**src/design/favtp_pkg.sv**
```systemverilog
// Shared types and codes for the FLV AVC video tag parser.
// No dependencies.
package favtp_pkg;

    localparam logic [2:0] EV_HEADER  = 3'd0;
    localparam logic [2:0] EV_CONFIG  = 3'd1;
    localparam logic [2:0] EV_SPS     = 3'd2;
    localparam logic [2:0] EV_PPS     = 3'd3;
    localparam logic [2:0] EV_NAL     = 3'd4;
    localparam logic [2:0] EV_ERROR   = 3'd5;
    localparam logic [2:0] EV_END     = 3'd6;

    localparam logic [2:0] ERR_CODEC     = 3'd0;
    localparam logic [2:0] ERR_VERSION   = 3'd1;
    localparam logic [2:0] ERR_SPS_COUNT = 3'd2;
    localparam logic [2:0] ERR_PPS_COUNT = 3'd3;
    localparam logic [2:0] ERR_SLICE     = 3'd4;

    localparam logic [3:0] CODEC_AVC   = 4'd7;
    localparam logic [4:0] NAL_SLICE   = 5'd1;
    localparam logic [4:0] NAL_IDR     = 5'd5;
    localparam logic [7:0] PKT_CONFIG  = 8'd0;
    localparam logic [7:0] PKT_NALU    = 8'd1;

    typedef struct packed {
        logic [2:0]  event_res;
        logic [3:0]  frame_type;
        logic [7:0]  packet_type;
        logic [23:0] composition_time;
        logic [7:0]  profile;
        logic [7:0]  compatibility;
        logic [7:0]  level;
        logic [2:0]  length_size;
        logic [7:0]  payload_byte;
        logic [31:0] length_value;
        logic [4:0]  nal_type;
        logic [2:0]  error_code;
    } favtp_result_t;

    // One entry per accepted byte: an optional event, then an optional end_of_tag.
    typedef struct packed {
        logic          has_event;
        logic          has_end;
        favtp_result_t res;
    } favtp_item_t;

endpackage

```
**src/design/favtp_core.sv**
```systemverilog
// Byte-serial parse state and event decode for the FLV AVC video tag parser.
// Depends on favtp_pkg.
module favtp_core #(
    parameter int NAL_LENGTH_BYTES = 4
) (
    input  logic                  aclk,
    input  logic                  aresetn,
    input  logic                  in_accept,
    input  logic [7:0]            in_byte,
    input  logic                  in_last,
    output favtp_pkg::favtp_item_t item
);
    import favtp_pkg::*;

    typedef enum logic [3:0] {
        PH_HDR, PH_CFG, PH_SPS_LEN, PH_SPS, PH_PPS_CNT, PH_PPS_LEN, PH_PPS,
        PH_CFG_END, PH_NAL_LEN, PH_NAL_HDR, PH_NAL_BODY, PH_SKIP
    } phase_t;

    phase_t      phase_reg, phase_next;
    logic [15:0] fc_reg, fc_next;
    logic [3:0]  ft_reg, ft_next;
    logic [7:0]  pt_reg, pt_next;
    logic [23:0] time_reg, time_next;
    logic [23:0] prof_reg, prof_next;
    logic [1:0]  lsz_reg, lsz_next;
    logic [15:0] sps_len_reg, sps_len_next;
    logic [15:0] pps_len_reg, pps_len_next;
    logic [31:0] nal_rem_reg, nal_rem_next;
    logic        slice_pend_reg, slice_pend_next;

    logic [15:0] fc_inc;
    logic [31:0] nal_dec;

    assign fc_inc  = fc_reg + 16'd1;
    assign nal_dec = nal_rem_reg - 32'd1;

    always_comb begin
        phase_next      = phase_reg;
        fc_next         = fc_reg;
        ft_next         = ft_reg;
        pt_next         = pt_reg;
        time_next       = time_reg;
        prof_next       = prof_reg;
        lsz_next        = lsz_reg;
        sps_len_next    = sps_len_reg;
        pps_len_next    = pps_len_reg;
        nal_rem_next    = nal_rem_reg;
        slice_pend_next = slice_pend_reg;
        item            = '0;
        item.has_end    = in_last;

        unique case (phase_reg)
            PH_HDR: begin
                if (fc_reg == 16'd0) begin
                    ft_next = in_byte[7:4];
                    if (in_byte[3:0] != CODEC_AVC) begin
                        item.has_event      = 1'b1;
                        item.res.event_res  = EV_ERROR;
                        item.res.error_code = ERR_CODEC;
                        phase_next          = PH_SKIP;
                    end else begin
                        fc_next = 16'd1;
                    end
                end else if (fc_reg == 16'd1) begin
                    pt_next = in_byte;
                    fc_next = 16'd2;
                end else begin
                    time_next = {time_reg[15:0], in_byte};
                    if (fc_reg >= 16'd4) begin
                        item.has_event            = 1'b1;
                        item.res.event_res        = EV_HEADER;
                        item.res.frame_type       = ft_reg;
                        item.res.packet_type      = pt_reg;
                        item.res.composition_time = {time_reg[15:0], in_byte};
                        fc_next                   = 16'd0;
                        if (pt_reg == PKT_CONFIG) begin
                            phase_next = PH_CFG;
                        end else if (pt_reg == PKT_NALU) begin
                            phase_next = PH_NAL_LEN;
                        end else begin
                            phase_next = PH_SKIP;
                        end
                    end else begin
                        fc_next = fc_inc;
                    end
                end
            end
            PH_CFG: begin
                if (fc_reg == 16'd0) begin
                    if (in_byte != 8'd1) begin
                        item.has_event      = 1'b1;
                        item.res.event_res  = EV_ERROR;
                        item.res.error_code = ERR_VERSION;
                        phase_next          = PH_SKIP;
                    end else begin
                        fc_next = fc_inc;
                    end
                end else if (fc_reg <= 16'd3) begin
                    prof_next = {prof_reg[15:0], in_byte};
                    fc_next   = fc_inc;
                end else if (fc_reg == 16'd4) begin
                    lsz_next = in_byte[1:0];
                    fc_next  = fc_inc;
                end else if (in_byte[4:0] != 5'd1) begin
                    item.has_event      = 1'b1;
                    item.res.event_res  = EV_ERROR;
                    item.res.error_code = ERR_SPS_COUNT;
                    phase_next          = PH_SKIP;
                end else begin
                    item.has_event         = 1'b1;
                    item.res.event_res     = EV_CONFIG;
                    item.res.profile       = prof_reg[23:16];
                    item.res.compatibility = prof_reg[15:8];
                    item.res.level         = prof_reg[7:0];
                    item.res.length_size   = {1'b0, lsz_reg} + 3'd1;
                    fc_next                = 16'd0;
                    phase_next             = PH_SPS_LEN;
                end
            end
            PH_SPS_LEN: begin
                sps_len_next = {sps_len_reg[7:0], in_byte};
                if (fc_reg >= 16'd1) begin
                    fc_next    = 16'd0;
                    phase_next = ({sps_len_reg[7:0], in_byte} != 16'd0) ? PH_SPS : PH_PPS_CNT;
                end else begin
                    fc_next = 16'd1;
                end
            end
            PH_SPS: begin
                item.has_event            = 1'b1;
                item.res.event_res        = EV_SPS;
                item.res.payload_byte     = in_byte;
                item.res.length_value     = {16'd0, sps_len_reg};
                fc_next                   = fc_inc;
                if (fc_inc >= sps_len_reg) begin
                    fc_next    = 16'd0;
                    phase_next = PH_PPS_CNT;
                end
            end
            PH_PPS_CNT: begin
                if (in_byte != 8'd1) begin
                    item.has_event      = 1'b1;
                    item.res.event_res  = EV_ERROR;
                    item.res.error_code = ERR_PPS_COUNT;
                    phase_next          = PH_SKIP;
                end else begin
                    fc_next    = 16'd0;
                    phase_next = PH_PPS_LEN;
                end
            end
            PH_PPS_LEN: begin
                pps_len_next = {pps_len_reg[7:0], in_byte};
                if (fc_reg >= 16'd1) begin
                    fc_next    = 16'd0;
                    phase_next = ({pps_len_reg[7:0], in_byte} != 16'd0) ? PH_PPS : PH_CFG_END;
                end else begin
                    fc_next = 16'd1;
                end
            end
            PH_PPS: begin
                item.has_event            = 1'b1;
                item.res.event_res        = EV_PPS;
                item.res.payload_byte     = in_byte;
                item.res.length_value     = {16'd0, pps_len_reg};
                fc_next                   = fc_inc;
                if (fc_inc >= pps_len_reg) begin
                    fc_next    = 16'd0;
                    phase_next = PH_CFG_END;
                end
            end
            PH_NAL_LEN: begin
                nal_rem_next = {nal_rem_reg[23:0], in_byte};
                fc_next      = fc_inc;
                if (fc_inc >= 16'(NAL_LENGTH_BYTES)) begin
                    fc_next = 16'd0;
                    if ({nal_rem_reg[23:0], in_byte} == 32'd0) begin
                        item.has_event     = 1'b1;
                        item.res.event_res = EV_NAL;
                    end else begin
                        phase_next = PH_NAL_HDR;
                    end
                end
            end
            PH_NAL_HDR: begin
                item.has_event        = 1'b1;
                item.res.event_res    = EV_NAL;
                item.res.length_value = nal_rem_reg;
                item.res.nal_type     = in_byte[4:0];
                nal_rem_next          = nal_dec;
                if (nal_dec == 32'd0) begin
                    phase_next = PH_NAL_LEN;
                end else begin
                    slice_pend_next = (in_byte[4:0] == NAL_SLICE) ||
                                      (in_byte[4:0] == NAL_IDR);
                    phase_next      = PH_NAL_BODY;
                end
            end
            PH_NAL_BODY: begin
                if (slice_pend_reg && !in_byte[7]) begin
                    slice_pend_next     = 1'b0;
                    item.has_event      = 1'b1;
                    item.res.event_res  = EV_ERROR;
                    item.res.error_code = ERR_SLICE;
                    phase_next          = PH_SKIP;
                end else begin
                    slice_pend_next = 1'b0;
                    nal_rem_next    = nal_dec;
                    if (nal_dec == 32'd0) begin
                        phase_next = PH_NAL_LEN;
                    end
                end
            end
            PH_CFG_END, PH_SKIP: begin
            end
            default: begin
            end
        endcase

        if (in_last) begin
            phase_next      = PH_HDR;
            fc_next         = '0;
            ft_next         = '0;
            pt_next         = '0;
            time_next       = '0;
            prof_next       = '0;
            lsz_next        = '0;
            sps_len_next    = '0;
            pps_len_next    = '0;
            nal_rem_next    = '0;
            slice_pend_next = 1'b0;
        end
    end

    always_ff @(posedge aclk) begin
        if (!aresetn) begin
            phase_reg      <= PH_HDR;
            fc_reg         <= '0;
            ft_reg         <= '0;
            pt_reg         <= '0;
            time_reg       <= '0;
            prof_reg       <= '0;
            lsz_reg        <= '0;
            sps_len_reg    <= '0;
            pps_len_reg    <= '0;
            nal_rem_reg    <= '0;
            slice_pend_reg <= 1'b0;
        end else if (in_accept) begin
            phase_reg      <= phase_next;
            fc_reg         <= fc_next;
            ft_reg         <= ft_next;
            pt_reg         <= pt_next;
            time_reg       <= time_next;
            prof_reg       <= prof_next;
            lsz_reg        <= lsz_next;
            sps_len_reg    <= sps_len_next;
            pps_len_reg    <= pps_len_next;
            nal_rem_reg    <= nal_rem_next;
            slice_pend_reg <= slice_pend_next;
        end
    end

endmodule

```
**src/design/flv_avc_video_tag_parser.sv**
```systemverilog
// Top level of the FLV AVC video tag parser: byte input, event output queue.
// Depends on favtp_pkg and favtp_core.
//
// Input: one payload byte of an FLV video tag per transfer on s_axis, with
// s_axis_tlast on the final byte of the tag. Output: one event per transfer
// on m_axis; m_axis_tuser carries the event kind, m_axis_tdata the fields.
// Each byte is decoded in the cycle it is accepted and its event, if any,
// is written to a two-entry result queue, from which it is offered on m_axis
// once the entries ahead of it have left. One byte is taken every cycle while
// the queue is not full. The last byte of a tag may yield two events (its
// own event then end_of_tag); both sit in one queue entry and leave as two
// separate output transfers, so that byte costs one extra transfer.
// Fields that do not belong to an event read as zero.
// Reset clears the parse state and empties the queue. When m_axis_tready is
// low the queue fills and s_axis_tready drops after two pending entries;
// nothing is lost.
module flv_avc_video_tag_parser #(
    parameter int NAL_LENGTH_BYTES = 4
) (
    input  logic         aclk,
    input  logic         aresetn,
    input  logic         s_axis_tvalid,
    output logic         s_axis_tready,
    input  logic [7:0]   s_axis_tdata,   // [7:0] data_byte
    input  logic         s_axis_tlast,
    output logic         m_axis_tvalid,
    input  logic         m_axis_tready,
    // [3:0] frame_type, [11:4] packet_type, [35:12] composition_time,
    // [43:36] profile, [51:44] compatibility, [59:52] level,
    // [62:60] length_size, [70:63] payload_byte, [102:71] length_value,
    // [107:103] nal_type, [110:108] error_code, [111] zero
    output logic [111:0] m_axis_tdata,
    output logic [2:0]   m_axis_tuser    // [2:0] event_res
);
    import favtp_pkg::*;

    favtp_item_t   item;
    favtp_item_t   q_mem [2];
    favtp_item_t   head;
    favtp_result_t out_res;
    logic          wr_ptr_reg, rd_ptr_reg;
    logic [1:0]    count_reg;
    logic          sub_reg;
    logic          s_acc, m_acc, push, pop;
    logic          has_item;

    assign s_axis_tready = (count_reg != 2'd2);
    assign s_acc         = s_axis_tvalid && s_axis_tready;

    favtp_core #(
        .NAL_LENGTH_BYTES(NAL_LENGTH_BYTES)
    ) u_core (
        .aclk     (aclk),
        .aresetn  (aresetn),
        .in_accept(s_acc),
        .in_byte  (s_axis_tdata),
        .in_last  (s_axis_tlast),
        .item     (item)
    );

    assign has_item = item.has_event || item.has_end;
    assign push     = s_acc && has_item;

    assign head          = q_mem[rd_ptr_reg];
    assign m_axis_tvalid = (count_reg != 2'd0);
    assign m_acc         = m_axis_tvalid && m_axis_tready;
    // an entry with both parts leaves after its second transfer
    assign pop           = m_acc && (!head.has_event || !head.has_end || sub_reg);

    always_comb begin
        if (head.has_event && !sub_reg) begin
            out_res = head.res;
        end else begin
            out_res           = '0;
            out_res.event_res = EV_END;
        end
    end

    assign m_axis_tuser = out_res.event_res;
    assign m_axis_tdata = {1'b0, out_res.error_code, out_res.nal_type,
                           out_res.length_value, out_res.payload_byte,
                           out_res.length_size, out_res.level, out_res.compatibility,
                           out_res.profile, out_res.composition_time,
                           out_res.packet_type, out_res.frame_type};

    always_ff @(posedge aclk) begin
        if (push) begin
            q_mem[wr_ptr_reg] <= item;
        end
    end

    always_ff @(posedge aclk) begin
        if (!aresetn) begin
            wr_ptr_reg <= 1'b0;
            rd_ptr_reg <= 1'b0;
            count_reg  <= 2'd0;
            sub_reg    <= 1'b0;
        end else begin
            if (push) begin
                wr_ptr_reg <= !wr_ptr_reg;
            end
            if (pop) begin
                rd_ptr_reg <= !rd_ptr_reg;
                sub_reg    <= 1'b0;
            end else if (m_acc) begin
                sub_reg <= 1'b1;
            end
            if (push && !pop) begin
                count_reg <= count_reg + 2'd1;
            end else if (pop && !push) begin
                count_reg <= count_reg - 2'd1;
            end
        end
    end

    a_count_bound: assert property (@(posedge aclk) disable iff (!aresetn)
        count_reg != 2'd3)
        else $error("result queue count out of range");

    a_second_part_end: assert property (@(posedge aclk) disable iff (!aresetn)
        m_axis_tvalid && sub_reg |-> m_axis_tuser == EV_END)
        else $error("second part of an entry is not end_of_tag");

    a_last_queued: assert property (@(posedge aclk) disable iff (!aresetn)
        s_acc && s_axis_tlast |=> m_axis_tvalid)
        else $error("last byte left no result");

    a_count_step: assert property (@(posedge aclk) disable iff (!aresetn)
        push && !pop |=> count_reg == $past(count_reg) + 2'd1)
        else $error("queue count did not follow a write");

    a_sub_only_split: assert property (@(posedge aclk) disable iff (!aresetn)
        sub_reg |-> head.has_event && head.has_end && m_axis_tvalid)
        else $error("split transfer flag set on a single-part entry");

endmodule
```
**config.mk**
```make
export PLATFORM = sky130hd
export DESIGN_NAME = flv_avc_video_tag_parser
export DESIGN_NICKNAME = d
export VERILOG_FILES = /design/src/design/favtp_pkg.sv /design/src/design/favtp_core.sv /design/src/design/flv_avc_video_tag_parser.sv
export SDC_FILE = /design/constraint.sdc
export NUM_CORES = 1
export LEC_CHECK = 0
export ABC_CLOCK_PERIOD_IN_PS = 10200
export BUFFER_PORTS_ARGS = -buffer_cell sky130_fd_sc_hd__buf_4
export CORE_UTILIZATION = 61
export CTS_CLUSTER_DIAMETER = 50
export DETAILED_ROUTE_END_ITERATION = 6
export GPL_TIMING_DRIVEN = 0
export PLACE_DENSITY_LB_ADDON = 0.1
export SLEW_MARGIN = 15
export SYNTH_ARGS = -nofsm -noshare
export SYNTH_HDL_FRONTEND = slang
export SYNTH_SLANG_ARGS = --single-unit
```
**constraint.sdc**
```tcl
create_clock -name aclk -period 10.2 [get_ports aclk]
set_input_delay 0.51 -clock aclk [delete_from_list [all_inputs] [get_ports aclk]]
set_output_delay 0.51 -clock aclk [all_outputs]
set_load 0.005 [all_outputs]
```
==> flow_summary.toml, run 1 <==
[clock_network]
clk_latency_ns = 0.55
cts_resized = 0
cts.clk_slew.worst_paths_ns = 0.06
clock_sinks = 377
post_cts_buffers = 0
hold_buffers = 0
cts-root-buf = "clkbuf_16"
htreeDepth = 2
cts_buffer_depth = 3
cts_tree = "built"
cts_made_buffers = 42

[setup_path]
reg2regPathDepth = 13
worstSetupEndpointType = "flop"
critPathLaunchType = "flop"
worst-path-max-fanout = 10
cp_data_arrival_time_ns = 5.59
worstSetupPathType = "reg -> reg"
required_ns = 10.68

[detailed_routing]
via_count = 15700
routedWlPerCell_um = 23.5
wirelength_mm = 57.5
first_pass_iters = 5
ant_nets = 0
drt-initial-drc-count = 1792
avgViaCountPerCell = 6.42
drcViolationCount = 0

[global_route]
gr-total-overflow = 0
grt_pass1_wl_mm = 86.8
grt_max_degree = 28
antenna_found_initial = 0
first_global_vias = 15100
grtUsageTotal = 0.366

[synthesis]
synth_area_sq_um = 18700
synth_area_per_cell_sq_um = 10.1
synth.yosys.seq_area_share = 0.528
ys_async_sr_fraction = 0
mappedNetlistNets = 1901
synth_warnings = 0
synthTopCellsByArea = "edfxtp_1, dfxtp_1, mux2i_1, nor2_1, ha_1"
synth_seq_cells = 377
synthDistinctLibCells = 77
synth_top_area_share = 0.373
synth_edf_count = 232
synth_top_cell_by_area = "edfxtp_1"
synth_flop_cell = "edfxtp_1"
netlist_instances = 1847

[worst_hold_path]
min_path_cells = 1
hp-class = "in -> reg"

[floorplan]
die_w_um = 177
io_pins = 130
die_h_um = 177
num_rows = 63
coreArea_sq_um = 29900
start_util = 0.626
die_area_sq_um = 31400

[timing]
skew_ns = 0.0156
hold_ws_ns = 0.165
worst_pin_slew_ns = 1.23
clock.fmax_mhz = 196
hold_viol = 0
maxSlewViolCount = 0
period_share = 0.501
finalSetupViolCount = 0
finalCriticalPeriod_ns = 5.11
slew_headroom = 0.176
grt_setup_unrepaired = "false"

[power_and_ir_drop]
power.density_nw_per_um2 = 231
peakVddDrop_uv = 160
leakage_nw = 8.34

[placement]
dp.final_hpwl_mm = 40.4
port_buffers = 125
gp_congestion = 1.00
dp_cells = 2372

[run]
maxCapViolCount = 0

[outcome]
status = "complete, no violations"

[layout]
largest_reg_flops = 232
n_antenna_cell = 0
fin_cells = 2450
syn_to_final_growth_pct = 16.5
nets = 2080
drive_gt1_frac = 0.123
-- synthesized netlist by cell type, drive strengths merged, types with 5 or more instances --
library cell    n
nor3b           7
a221o          15
and2           34
buf            36
nor3           72
a2111oi         6
a211o           5
nor4           29
nand2         117
o21ai          70
edfxtp        232
inv            51
clkbuf        107
o22ai           5
nor4b           5
xor2           13
or2            13
and3           65
nand3          32
xnor2          19
nand4          28
or4            12
mux2i         148
or3            10
ha             41
a211oi          8
nor2          263
nand4b          6
o31ai           9
o211ai         10
a21oi          88
a21o            5
nand3b         19
dfxtp         145
a22oi          37
nand2b         12
nor2b          30
o21a            7
-- metrics by stage --
stage	utilization	setup slack (ns)	instance area, sq um	setup TNS, ns	power (W)
3_3_place_gp	0.674	-1.08	20100	-246.06	0.00346
4_1_cts	0.729	5.20	21800	0	0.00502
3_5_place_dp	0.682	5.30	20400	0	0.00350
2_1_floorplan	-	2.71	18700	0	0.00283
6_report	0.729	5.09	21800	0	0.00502
5_1_grt	0.729	4.97	21800	0	0.00522
-- layout make-up --
type | count | area [sq um]
Clock buffer | 55 | 1150
Clock inverter | 23 | 243
Inverter | 52 | 195
Tap cell | 390 | 488
Sequential cell | 377 | 9870
Timing Repair Buffer | 135 | 1170
Fill cell | 2110 | 8100
Multi-Input combinational cell | 1275 | 8030
Buffer | 143 | 633
-- per-layer routing --
layer	track usage	vias to the layer above	part of all wire
met5	0	-	0
met1	0.473	7552	0.39
met2	0.602	926	0.47
met4	0.173	0	0.049
li1	-	7072	-
met3	0.0580	191	0.088
-- kinds of logic after synthesis --
family          count (synthesis)  share of synthesized area
compound gates                295                      0.104
xor+xnor                       32                     0.0150
fa+ha+maj                      41                     0.0274
buf+inv                       195                     0.0443
flops                         377                      0.528
mux                           148                     0.0792
other cells                     1                   0.000201
simple gates                  758                      0.202
-- layout by cell type (no fill, tap or decap), drive strengths merged, types with 41 or more instances in the layout --
master	n
a21oi	88
and3	65
buf	171
clkbuf	162
dfxtp	145
edfxtp	232
ha	41
inv	59
mux2i	148
nand2	117
nor2	263
nor3	72
o21ai	70
-- final timing paths --
check / start / to / slack [ns]
worst max-delay path: u_core.phase_reg[3]$_SDFFE_PN0P_ / count_reg[1]$_SDFFE_PN0P_ / 5.09
worst min-delay path: s_axis_tlast / q_mem[0][114]$_DFFE_PP_ / 0.16
worst max register to register: u_core.phase_reg[3]$_SDFFE_PN0P_ / count_reg[1]$_SDFFE_PN0P_ / 5.09
worst min register to register: u_core.prof_reg[20]$_SDFFE_PN0P_ / u_core.prof_reg[20]$_SDFFE_PN0P_ / 0.46
-- worst max-delay path, stage by stage, from the launching register on --
cell	delay (ns)
dfxtp_1	0.37
clkbuf_1	0.41
nand2b_1	0.17
clkbuf_1	0.41
nor2_1	0.24
nor2_1	0.97
inv_1	0.27
nor3_1	0.27
o211ai_1	0.18
o21ai_0	0.63
inv_1	0.18
ha_1	0.39
or3_1	0.40
a21oi_1	0.16
-- report_power, final --
part	leakage (nW)	switching (W)	internal (W)
logic	4.26	0.000956	0.000641
clock network	0.677	0.000646	0.000870
registers	3.40	0.0000679	0.00184
Note: power is estimated with default switching activity, not from simulation.
==> run 2, diff against run 1 <==
Settings changed: ABC_AREA set to 1, ABC_CLOCK_PERIOD_IN_PS 10200 to 4500, CORE_UTILIZATION 61 to 55.
Clock period 10.2 ns to 4.5 ns, I/O delays scaled along.
==> flow_summary.toml, run 2 <==
[layout]
fillers = 2782
final_util = 0.660
n_antenna_cell = 0
register_area_sq_um = 9870
layout_commonest_cell = "nand2_1"
multiInputGateArea_sq_um = 7450
final_cell_mix = "nand2_1, a21oi_1, edfxtp_1, inv_1, nor2_1"
largest_reg_flops = 232
nets = 2459
syn_to_final_growth_pct = 16.8
drive_gt1_frac = 0.118

[synthesis]
synth_edf_count = 232
synth_flop_cell = "edfxtp_1"
netlist_instances = 2223
synthDistinctLibCells = 48
synth.yosys.seq_area_share = 0.530
synth_seq_cells = 377
mappedNetlistNets = 2277
synthTopCellsByArea = "edfxtp_1, dfxtp_1, nand2_1, a21oi_1, inv_1"
yosysMostFrequentCell = "nand2_1"
synth_area_per_cell_sq_um = 8.37
synth_area_sq_um = 18600
synth_commonest_cells = "nand2_1, a21oi_1, edfxtp_1"
synth_warnings = 0
synth_top_area_share = 0.374
ys_async_sr_fraction = 0
synth_top_cell_by_area = "edfxtp_1"

[timing]
period_share = 0.926
hold_viol = 0
hold_ws_ns = 0.0511
skew_ns = 0.0245
finalCriticalPeriod_ns = 4.17
finalSetupViolCount = 0
clock.fmax_mhz = 240
grt_setup_unrepaired = "false"
fin_setup_tns_ns = 0
worst_pin_slew_ns = 1.02
maxSlewViolCount = 0
slew_headroom = 0.315

[clock_network]
post_cts_buffers = 0
cts_buffer_depth = 3
clk_latency_ns = 0.55
htreeDepth = 2
clock_sinks = 377
hold_buffers = 1
cts.clk_slew.worst_paths_ns = 0.06
cts_made_buffers = 44
cts_tree = "built"
cts-root-buf = "clkbuf_16"
cts_resized = 0

[detailed_routing]
wirelength_mm = 55.0
drt-initial-drc-count = 1349
drcViolationCount = 0
first_pass_iters = 5
routedWlPerCell_um = 19.1
ant_nets = 0
avgViaCountPerCell = 5.66
via_count = 16300

[global_route]
grtUsageTotal = 0.317
grt_pass1_wl_mm = 83.5
gr-total-overflow = 0
grt_max_degree = 28
first_global_vias = 15200
antenna_found_initial = 0

[setup_path]
required_ns = 4.28
cp_data_arrival_time_ns = 3.94
worstSetupEndpointType = "primary output"
worstSetupPathType = "reg -> out"
critPathLaunchType = "flop"
worst-path-max-fanout = 10
reg2regPathDepth = 15

[power_and_ir_drop]
power_w = 0.0135
leakage_nw = 8.71
peakVddDrop_uv = 344
power.density_nw_per_um2 = 620

[placement]
gp_congestion = 0.970
port_buffers = 127
dp.final_hpwl_mm = 41.2

[floorplan]
die_w_um = 186
coreArea_sq_um = 32900
die_h_um = 186
die_area_sq_um = 34600
start_util = 0.565
io_pins = 130
num_rows = 66

[run]
maxCapViolCount = 0

[worst_hold_path]
min_path_cells = 3
hp-class = "in -> reg"

[outcome]
status = "complete, no violations"
==> run 2: cell count changes after synthesis, moves of 29 or more <==
cell	before	now
and3_1	65	0
nor3_1	71	31
nor2_1	263	218
and2_1	33	1
nor2b_1	30	0
mux2i_1	148	0
a22oi_1	37	8
nand3_1	31	68
nand2_1	117	561
a21oi_1	88	292
inv_1	51	218
==> run 2: final cells by class <==
type / instances / share of cell area
Clock buffer: 57 / 0.0572
Clock inverter: 25 / 0.00806
Multi-Input combinational cell: 1510 / 0.343
Tap cell: 442 / 0.0254
Buffer: 103 / 0.0197
Timing Repair Buffer: 136 / 0.0524
Inverter: 233 / 0.0404
Sequential cell: 377 / 0.454
==> run 2: final timing paths <==
| path | to | start | slack (ns) |
|---|---|---|---|
| setup / recovery | m_axis_tdata[99] | flop | 0.33 |
| hold / removal | sub_reg$_SDFFE_PP0P_ | m_axis_tready | 0.05 |
| setup reg to reg | q_mem[0][25]$_DFFE_PP_ | u_core.fc_reg[0]$_SDFFE_PN0P_ | 0.41 |
| hold reg to reg | u_core.ft_reg[3]$_SDFFE_PN0P_ | u_core.ft_reg[3]$_SDFFE_PN0P_ | 0.45 |
==> run 2: per-stage QoR <==
step	worst slack (ns)	area, sq um	std cells
6_report	0.332	21700	2883
5_1_grt	0.231	21700	2883
4_1_cts	0.423	21700	2883
3_5_place_dp	0.484	20300	2800
3_3_place_gp	-3.16	20100	2792
2_1_floorplan	-0.709	18600	2223
==> run 2: power breakdown <==
group	switching, W	leakage [nW]	total (W)	internal, W
clock network	0.00147	0.691	0.00345	0.00198
logic	0.00343	4.62	0.00526	0.00183
registers	0.000265	3.40	0.00477	0.00450
==> run 2: routing by layer <==
layer	share of wire	routed length [um]	vias to the layer above	GRT usage
li1	-	-	7862	-
met1	0.43	23800	7766	0.427
met2	0.47	26100	592	0.527
met3	0.063	3490	102	0.0411
met4	0.030	1650	0	0.107
met5	0	0	-	0
==> run 2: cell families after synthesis <==
family                     count (synthesis)  share of synthesized area
buffers and inverters                    336                     0.0702
other                                      1                   0.000202
DFF                                      377                      0.530
and+or+nand+nor                          999                      0.232
adders and majority gates                 41                     0.0276
AOI/OAI and AO/OA                        465                      0.137
xor gates and xnor gates                   4                    0.00188
==> run 2: worst max-delay path: stages (launching register included) <==
cell,delay [ns]
dfxtp_1,0.30
clkbuf_1,0.67
inv_2,0.34
nand2_1,0.13
nand2_1,0.05
inv_1,0.05
nor2_1,0.10
inv_1,0.17
clkbuf_1,0.77
clkbuf_1,0.50
a21oi_1,0.11
buf_4,0.17
